$ cat src/sv/pfa_ram.sv
// ----------------------------------------------------------------------------
// pfa_ram
// Generic single-write, single-read RAM with registered read data.
// ----------------------------------------------------------------------------
module pfa_ram #(
  parameter int WIDTH = 8,
  parameter int DEPTH = 16
) (
  input  logic                     clk,
  input  logic                     we,
  input  logic [$clog2(DEPTH)-1:0] waddr,
  input  logic [WIDTH-1:0]         wdata,
  input  logic                     re,
  input  logic [$clog2(DEPTH)-1:0] raddr,
  output logic [WIDTH-1:0]         rdata
);

  logic [WIDTH-1:0] mem [DEPTH];
  logic [WIDTH-1:0] rdata_r;

  always_ff @(posedge clk) begin
    if (we) begin
      mem[waddr] <= wdata;
    end
    if (re) begin
      rdata_r <= mem[raddr];
    end
  end

  assign rdata = rdata_r;

endmodule

$ cat config.mk
export PLATFORM = sky130hd
export DESIGN_NAME = pfa_ram
export DESIGN_NICKNAME = d
export VERILOG_FILES = /design/src/sv/pfa_ram.sv
export SDC_FILE = /design/constraint.sdc
export NUM_CORES = 1
export LEC_CHECK = 0
export CAP_MARGIN = 10
export CORE_ASPECT_RATIO = 0.7
export CORE_MARGIN = 5
export CORE_UTILIZATION = 33
export CTS_BUF_LIST = sky130_fd_sc_hd__clkbuf_4 sky130_fd_sc_hd__clkbuf_8
export DETAILED_ROUTE_END_ITERATION = 8
export DONT_BUFFER_PORTS = 1
export PLACE_DENSITY = 0.52
export SYNTH_ARGS = -nofsm -noshare
export SYNTH_HDL_FRONTEND = slang
export SYNTH_SLANG_ARGS = --single-unit
$ cat constraint.sdc
create_clock -name clk -period 1.7 [get_ports clk]
set_input_delay 0.085 -clock clk [delete_from_list [all_inputs] [get_ports clk]]
set_output_delay 0.085 -clock clk [all_outputs]
set_load 0.03 [all_outputs]
==> out/results.txt <==
Status -> completed
Mux contribution to synthesized area -> 14.8%
P&R area growth vs syn -> 16.5%
Post-Syn Nets -> 248
Slew headroom -> 54.0%
First-pass GRT wire length -> 15.9 mm
DR vias -> 2420
Total congestion overflow -> 0
FF-to-FF path depth -> 3
Synth Register Bits -> 136
PD cells -> 1140 nW/um^2
Worst Hold Class -> in -> reg
Placed cell count -> 440
Highest clock rate -> 0.678 GHz
Worst reg2reg path endpoint -> rdata[0]
Hold slack final -> 0.0412 ns
Flop pwr share -> 55.4%
DR WL/cell -> 22.0 um
Max IR drop VDD -> 0.000526 V
PnR worst setup slack -> 0.225 ns
Final cycle utilization of the critical path -> 86.8%
DRC -> 0
Post-CTS setup buffer count -> 0
Vias in the first global route -> 2412
Sw frac -> 20.4%
Non-Filler Instances -> 484
Synthesis Warnings -> 0
Clk slew on worst S/H paths -> 0.08 ns
Routed Antenna Nets -> 0
Unique masters post-synth -> 18
CP endpoint kind -> flop
CP endpoint -> rdata[0]
RSZ-0062 raised after global routing -> no
GRT Max-Usage Layer -> met1
GR Layer Usage met3 -> 4.37%
Max Cap Viol -> 0
Synthesized area -> 5230 sq um
P_sw -> 0.00141 W
Post-Synthesis Cells -> 229
FF-to-FF setup slack -> 0.23 ns
Core Box Area -> 15500 sq um
CTS Buffer Depth -> 2
Grt met1 use -> 17.9%
CTS tree -> built
Seq/Total Area, Yosys -> 78.1%
All-Layer GR Usage -> 12.1%
Simple logic cell fraction of the synthesized area -> 3.14%
Initial antenna violation count -> 0
CTS buffer count -> 17
Worst-path maximum fanout -> 1
Most frequent cells in the layout -> edfxtp_1, buf_4, mux4_2
Clk_lat worst skew -> 0.43 ns
CTS Root Cell -> clkbuf_8
Critical path type -> reg -> reg
Final core occ -> 39.3%
Final worst path period need -> 1.47 ns
Diode count -> 0
Worst r2r src -> mem[5][0]
Gate power share -> 4.0%
Initial DRC count -> 235
# IOs -> 27
TritonRoute pass-1 iters -> 4
Pin count of the biggest net entering global routing -> 33
Met2 Track Usage GR -> 16.7%
Layout Skew -> 0.00968 ns
Slew @ Worst Pin -> 0.688 ns
Final #Nets -> 290
Setup TNS Final -> 0 ns
Worst EP required -> 1.87 ns
Arrival time at the worst endpoint -> 1.65 ns
Total Wirelength -> 10.7 mm
Largest family of logic cells by synthesized area -> multiplexers
Via density -> 5.00
Post-place setup slack -> 0.224 ns
XOR/XNOR share of the synthesized area -> 0%
Die footprint -> 18500 sq um
Slew Limit Fails -> 0
Setup crit start kind -> flop
Port Buffers -> 0
DPL Wire Length -> 6.76 mm
Die width -> 160 um
Clock power frac -> 40.6%
H-tree depth -> 4
GPL Wtd Cong -> 0.782
Layout cells sized above 1 -> 24.6%
Setup crit start -> mem[5][0]
Rows -> 38
Leading cell type in the layout, fill and taps excluded -> edfxtp_1
Fin. Hold Viols -> 0
Mapped Avg Cell Area -> 22.8 sq um
Initial Util -> 33.7%
Adder-cell share of the synthesized area -> 0%
Die Span Y -> 115 um
Endpoints failing setup -> 0
Synth Area in Compound Gates -> 2.30%
Pleak -> 1.98 nW
Int Pwr -> 0.00551 W
Clock sink total -> 136
## cells in the mapped netlist
master	instances	area share, %
nand3b_1	2	0.29
edfxtp_1	136	78
buf_2	3	0.29
or3b_2	1	0.17
a22oi_1	16	2.3
buf_4	1	0.14
and2b_1	1	0.14
nand2_1	9	0.65
buf_6	3	0.65
nor3_1	4	0.38
nand2b_1	2	0.24
mux4_2	18	7.8
nand3_1	1	0.096
mux4_1	14	7.0
and2_1	1	0.12
nor2b_1	1	0.12
clkdlybuf4s25_2	3	0.57
nor2_1	13	0.93
## flip-flops by register name, indices dropped and copies added (netlist names)
register / cells
mem: 128
rdata: 8
## worst min-delay path by stage
stage               startpoint          to  slack (ns)  depth (start not counted)
floorplan             wdata[0]   mem[0][0]        0.18                          0
global placement      wdata[7]   mem[6][7]        0.18                          0
detailed placement    wdata[5]   mem[5][5]        0.18                          0
CTS                   waddr[1]   mem[4][6]      0.0002                          2
global route          waddr[0]  mem[12][7]        0.02                          2
finish                waddr[1]   mem[0][7]        0.04                          2
## kinds of logic after synthesis
kind of cell / count (synthesis)
compound gates: 16
mux: 32
flops: 136
simple gates: 35
buf+inv: 10
## metal layers
metal	part of all wire (%)	vias to the layer above
met1	49	1279
met4	1.0	0
li1	-	1064
met2	43	67
met5	0	-
met3	6.9	10
## through the flow
stage | area, sq um | power [W]
after floorplan | 5230 | 0.00409
after global placement | 5550 | 0.00412
after detailed placement | 5550 | 0.00412
after CTS | 6080 | 0.00697
after global routing | 6090 | 0.00715
final | 6090 | 0.00692
## critical path, cell delays in order (launching register included)
cell and delay [ns]:
edfxtp_1 0.36, mux4_1 0.54, a22oi_1 0.23, nand2_1 0.10
## power by group through the flow
| stage | Sequential (W) | Clock (W) | Combinational (W) |
|---|---|---|---|
| after CTS | 0.00383 | 0.00286 | 0.000280 |
| final | 0.00383 | 0.00281 | 0.000279 |
| after detailed placement | 0.00391 | 0 | 0.000214 |
| after global routing | 0.00384 | 0.00300 | 0.000303 |
| after floorplan | 0.00390 | 0 | 0.000191 |
| after global placement | 0.00391 | 0 | 0.000212 |
## final cells by class
cell class	instances	area (sq um)
multi-input combinational	83	1060
fill	1386	9410
clock inverter	14	180
tap	200	250
sequential	136	4080
timing repair buffer	33	278
clock buffer	18	241
## timing repair
action	CTS	global route
resized for setup	0	0
hold buffers	11	1
endpoints found under the hold margin	141	2
Power figures use the tool's default switching activity.
